==> src/hdl/cbvh_pkg.sv <==
// Shared types, constants and the microcode program for the volumetric head block.
// Depends on nothing; the sequencer, datapath, top level and bench refer to it by scoped names.
`default_nettype none

package cbvh_pkg;

    localparam int unsigned ITERATIONS = 32;
    localparam int unsigned CNT_W      = (ITERATIONS > 1) ? $clog2(ITERATIONS) : 1;
    localparam int unsigned DATA_W     = 32;
    localparam int unsigned LIMB_W     = 32;
    localparam int unsigned OPND_W     = 37;
    localparam int unsigned PROD_W     = 2 * OPND_W;
    localparam int unsigned ACC_W      = 140;
    localparam int unsigned T_W        = 128;
    localparam int unsigned U_W        = 68;
    localparam int unsigned PC_W       = 4;

    typedef logic [DATA_W-1:0] t_data;
    typedef logic [PC_W-1:0]   t_pc;

    typedef enum logic [3:0] {
        SRC_X, SRC_M, SRC_D, SRC_A, SRC_K,
        SRC_T0, SRC_T1, SRC_T2, SRC_U0, SRC_U1
    } t_src;

    typedef enum logic [1:0] {BASE_ZERO, BASE_ACC, BASE_B, BASE_NEGC} t_base;

    typedef enum logic [2:0] {WR_NONE, WR_T, WR_U, WR_B, WR_C} t_wr;

    typedef enum logic [1:0] {SEQ_NEXT, SEQ_IDLE, SEQ_EVAL, SEQ_OUT} t_seq;

    typedef struct packed {
        t_seq       seq;
        logic       mac;
        t_src       src_a;
        t_src       src_b;
        logic [1:0] shift;   // addend shift in limbs
        t_base      base;
        t_wr        wr;
        t_pc        target;
    } t_uword;

    typedef struct packed {
        logic in_take;
        logic linear;
        logic stop;
        logic out_load;
    } t_status;

    localparam t_pc P_IDLE = t_pc'(0);
    localparam t_pc P_LOOP = t_pc'(8);
    localparam t_pc P_OUT  = t_pc'(15);

    localparam t_uword UW_NOP = '{seq: SEQ_NEXT, mac: 1'b0, src_a: SRC_X, src_b: SRC_X,
                                  shift: 2'd0, base: BASE_ACC, wr: WR_NONE, target: P_IDLE};

    function automatic t_uword uw_mac(input t_src a, input t_src b, input logic [1:0] sh,
                                      input t_base base, input t_wr wr);
        t_uword w;
        w       = UW_NOP;
        w.mac   = 1'b1;
        w.src_a = a;
        w.src_b = b;
        w.shift = sh;
        w.base  = base;
        w.wr    = wr;
        return w;
    endfunction

    function automatic t_uword uw_seq(input t_seq seq, input t_pc target);
        t_uword w;
        w        = UW_NOP;
        w.seq    = seq;
        w.target = target;
        return w;
    endfunction

    // R(x) = x^2 * (A*x + B) - C, A = 2e - m, B = m*(2m - 3e), C = d*m^3
    function automatic t_uword ucode(input t_pc pc);
        t_uword w;
        w = UW_NOP;
        unique case (pc)
            t_pc'(0):  w = uw_seq(SEQ_IDLE, P_OUT);
            t_pc'(1):  w = uw_mac(SRC_M,  SRC_M,  2'd0, BASE_ZERO, WR_T);   // m^2
            t_pc'(2):  w = uw_mac(SRC_T0, SRC_M,  2'd0, BASE_ZERO, WR_NONE);
            t_pc'(3):  w = uw_mac(SRC_T1, SRC_M,  2'd1, BASE_ACC,  WR_T);   // m^3
            t_pc'(4):  w = uw_mac(SRC_T0, SRC_D,  2'd0, BASE_ZERO, WR_NONE);
            t_pc'(5):  w = uw_mac(SRC_T1, SRC_D,  2'd1, BASE_ACC,  WR_NONE);
            t_pc'(6):  w = uw_mac(SRC_T2, SRC_D,  2'd2, BASE_ACC,  WR_C);   // d*m^3
            t_pc'(7):  w = uw_mac(SRC_K,  SRC_M,  2'd0, BASE_ZERO, WR_B);
            t_pc'(8):  w = uw_mac(SRC_X,  SRC_X,  2'd0, BASE_ZERO, WR_T);   // x^2
            t_pc'(9):  w = uw_mac(SRC_A,  SRC_X,  2'd0, BASE_B,    WR_U);   // A*x + B
            t_pc'(10): w = uw_mac(SRC_T0, SRC_U0, 2'd0, BASE_NEGC, WR_NONE);
            t_pc'(11): w = uw_mac(SRC_T0, SRC_U1, 2'd1, BASE_ACC,  WR_NONE);
            t_pc'(12): w = uw_mac(SRC_T1, SRC_U0, 2'd1, BASE_ACC,  WR_NONE);
            t_pc'(13): w = uw_mac(SRC_T1, SRC_U1, 2'd2, BASE_ACC,  WR_NONE);
            t_pc'(14): w = uw_seq(SEQ_EVAL, P_LOOP);
            t_pc'(15): w = uw_seq(SEQ_OUT, P_IDLE);
            default:   w = UW_NOP;
        endcase
        return w;
    endfunction

endpackage

`default_nettype wire

==> src/hdl/cbvh_sequencer.sv <==
// Step counter and microcode table lookup with conditional jumps.
// Depends on cbvh_pkg.
`default_nettype none

module cbvh_sequencer (
    input  wire logic             i_clk,
    input  wire logic             i_rst_n,
    input  wire cbvh_pkg::t_status i_st,
    output cbvh_pkg::t_uword      o_uw
);

    cbvh_pkg::t_pc    r_pc;
    cbvh_pkg::t_pc    n_pc;
    cbvh_pkg::t_pc    w_pc_inc;
    cbvh_pkg::t_uword w_uw;

    assign w_uw     = cbvh_pkg::ucode(r_pc);
    assign w_pc_inc = r_pc + cbvh_pkg::t_pc'(1);
    assign o_uw     = w_uw;

    always_comb begin
        n_pc = r_pc;
        unique case (w_uw.seq)
            cbvh_pkg::SEQ_NEXT: n_pc = w_pc_inc;
            cbvh_pkg::SEQ_IDLE: begin
                if (i_st.in_take) begin
                    n_pc = i_st.linear ? w_uw.target : w_pc_inc;
                end
            end
            cbvh_pkg::SEQ_EVAL: n_pc = i_st.stop ? w_pc_inc : w_uw.target;
            cbvh_pkg::SEQ_OUT:  n_pc = i_st.out_load ? w_uw.target : r_pc;
            default:            n_pc = cbvh_pkg::P_IDLE;
        endcase
    end

    always_ff @(posedge i_clk) begin
        if (!i_rst_n) begin
            r_pc <= cbvh_pkg::P_IDLE;
        end else begin
            r_pc <= n_pc;
        end
    end

endmodule

`default_nettype wire

==> config.mk <==
export PLATFORM = sky130hd
export DESIGN_NAME = cbvh_sequencer
export DESIGN_NICKNAME = d
export VERILOG_FILES = /design/src/hdl/cbvh_pkg.sv /design/src/hdl/cbvh_sequencer.sv
export SDC_FILE = /design/constraint.sdc
export NUM_CORES = 1
export LEC_CHECK = 0
export BUFFER_PORTS_ARGS = -buffer_cell sky130_fd_sc_hd__buf_2
export CELL_PAD_IN_SITES_DETAIL_PLACEMENT = 1
export CELL_PAD_IN_SITES_GLOBAL_PLACEMENT = 1
export CORE_UTILIZATION = 35
export DETAILED_ROUTE_END_ITERATION = 16
export HOLD_SLACK_MARGIN = 0.03
export PLACE_DENSITY_LB_ADDON = 0.05
export SETUP_SLACK_MARGIN = 0.5
export SLEW_MARGIN = 40
export SYNTH_ARGS = -nofsm -noshare
export SYNTH_HDL_FRONTEND = slang
export SYNTH_SLANG_ARGS = --single-unit
export TNS_END_PERCENT = 5
==> constraint.sdc <==
create_clock -name i_clk -period 2.23 [get_ports i_clk]
set_clock_uncertainty 0.15 [all_clocks]
set_input_delay 0.3345 -clock i_clk [delete_from_list [all_inputs] [get_ports i_clk]]
set_output_delay 0.3345 -clock i_clk [all_outputs]
set_load 0.01 [all_outputs]
==> impl_metrics.tcl <==
set metrics [dict create \
    synth_seq_cells 22 \
    crit_required_ns 2.28 \
    ys_types 41 \
    cts_buffer_depth 2 \
    yosys-top-cells-area "dfxtp_1 37%, ha_1 9.6%, mux2i_1 5.1%" \
    cts-htree-levels 1 \
    syn-instance-count 121 \
    synth-edff-count 0 \
    min_period_over_period_pct 94.8 \
    netlist.area_leader.share_pct 37.4 \
    nets 179 \
    ys_warn_count 0 \
    ir_worst_vdd_v 0.000635 \
    clock.fmax_ghz 0.473 \
    avgViaCountPerCell 5.02 \
    clkLatencyLatePin_ns 0.31 \
    grt_usage_pct 18.6 \
    pre_cts_ws_ns -0.0337 \
    synth_most_common_cell "dfxtp_1" \
    end_kind "flop" \
    grt_max_degree 13 \
    hold_path_class "primary input to flop" \
    cp_max_fo 8 \
    syn_to_final_growth_pct 38.0 \
    drc_errors 0 \
    num_vias 1039 \
    layout_setup_ws_ns 0.116 \
    worstSetupPathType "flop to flop" \
    rsz0062_at_grt "true" \
    period_needed_ns 2.11 \
    p_int_mw 1.38 \
    slew_violations 0 \
    synth_area_mm2 0.00118 \
    multi_input_area_um2 790 \
    die_w_um 60 \
    swShare_pct 42.8 \
    drt_iter0_markers 25 \
    grt_pass1_vias 1004 \
    clkPwrFrac_pct 7.8 \
    drive_gt1_share_pct 55.2 \
    r2r_slack_ns 0.12 \
    p_per_area_mw_per_mm2 1480 \
    routedWlPerCell_um 14.8 \
    insertedDiodeCount 0 \
    p_comb_share_pct 65.4 \
    tns_ns 0 \
    wl_um 3060 \
    dp_hpwl_um 2160 \
    die_y_um 60 \
    port_buffers 25 \
    leakagePower_nw 0.753 \
    drtPass1Iterations 6 \
    pin_count 28 \
    ys_seq_area_share_pct 37.4 \
    hold_viol 0 \
    start_util_pct 37.6 \
    setup_violations 0 \
    ys.flop_type "dfxtp_1" \
    die-area_mm2 0.00360 \
    num_rows 20 \
    hold_slack_ns 0.219 \
    p_sw_mw 1.03 \
    clkTransAtPathRegs_ns 0.12 \
    antenna_found_initial 0 \
    grt_pass1_wl_um 4860 \
    fillers 376 \
    grt_overflow_total 0 \
    power_frac_seq_pct 26.8 \
    synthTopCellsByCount "22 x dfxtp_1, 9 x ha_1, 9 x nor2_1" \
    status "finished, final reports clean" \
    seqCellArea_um2 448 \
    coreArea_mm2 0.00313 \
    clock-root-buffer "clkbuf_4" \
    arrival_ns 2.16 \
    start_kind "flop" \
    synthArstFlopShare_pct 0 \
    clock-sinks 22 \
    globalplace.congestion 0.900 \
    synth_area_per_cell_um2 9.73 \
    cts-buffers-inserted 3 \
    synth_top_cell_by_area "dfxtp_1" \
    cts_tree "yes" \
    max_cap_viol_count 0 \
    ant_nets 0 \
]
-- worst paths after layout --
path,startpoint,endpoint,cells after the start
setup / recovery,o_uw[21],o_uw[15],9
hold / removal,i_rst_n,o_uw[5],3
setup reg to reg,o_uw[21],o_uw[15],9
hold reg to reg,r_pc[0],r_pc[0],2
-- cell usage in the layout (no fill, tap or decap), types with 3 or more instances in the layout --
master / instances
nand2_1: 5
nor2_1: 9
inv_2: 4
dfxtp_1: 20
ha_1: 5
a21oi_1: 3
nor3_1: 3
buf_2: 25
mux2i_1: 4
nor2b_1: 3
ha_4: 3
buf_4: 18
a21oi_2: 5
clkbuf_4: 3
-- timing repair --
action / CTS / global route
resized for setup: 14 / 3
gates cloned: 0 / 0
buffers inserted: 12 / 0
pin swaps: 9 / 1
hold endpoints to repair: 0 / 0
setup endpoints to repair: 20 / 20
hold buffers: 0 / 0
-- logic make-up after synthesis --
| kind of cell | count (synthesis) | synth area share (%) |
|---|---|---|
| XOR/XNOR | 2 | 1.49 |
| adder cells (fa/ha/maj) | 9 | 9.56 |
| flip-flops | 22 | 37.4 |
| AND/OR/NAND/NOR | 34 | 15.0 |
| buffers and inverters | 15 | 7.86 |
| other | 1 | 0.319 |
| AO/OA/AOI/OAI | 31 | 22.0 |
| multiplexers | 7 | 6.38 |
-- critical path, stage by stage, from the launching register on --
cell and delay (ns):
dfxtp_4 0.44, mux2i_4 0.30, nand2_4 0.10, mux2i_4 0.20, nor2b_4 0.17, inv_4 0.09, ha_4 0.29, inv_2 0.04
o21ai_2 0.13, o32ai_2 0.09
-- layer usage --
metal	vias up	global-route usage [%]	part of all wire, %
met3	5	4.11	4.0
met2	28	30.8	49
li1	501	-	-
met4	0	3.99	1.0
met1	505	24.5	46
met5	-	0	0
-- sequential cells by signal, summed over array words and instances (netlist names) --
name / cells
r_pc: 4
o_uw: 18
-- metrics by stage --
step                      instances  instance area [um2]  util, %  total power, mW
after detailed placement        191                 1430     45.8             1.96
after floorplan                 122                 1260        -             1.60
final                           207                 1630     52.0             2.41
after CTS                       207                 1620     51.6             2.40
after global placement          191                 1430     45.8             1.94
after global routing            207                 1630     52.0             2.58
-- area by class of cell --
| type | count | area share, % |
|---|---|---|
| multi-input cells | 85 | 48.6 |
| well taps | 44 | 3.39 |
| repair buffers | 44 | 16.7 |
| flip-flops and latches | 22 | 27.6 |
| inverters | 8 | 2.16 |
| clock buffers | 4 | 1.62 |
-- power by group through the flow --
| stage | clock network [mW] | logic (mW) | registers [mW] |
|---|---|---|---|
| detailed placement | 0 | 1.32 | 0.643 |
| floorplan | 0 | 0.893 | 0.704 |
| global placement | 0 | 1.30 | 0.640 |
| CTS | 0.196 | 1.55 | 0.648 |
| global route | 0.213 | 1.70 | 0.663 |
| finish | 0.187 | 1.58 | 0.646 |
Note: power is estimated with default switching activity, not from simulation.
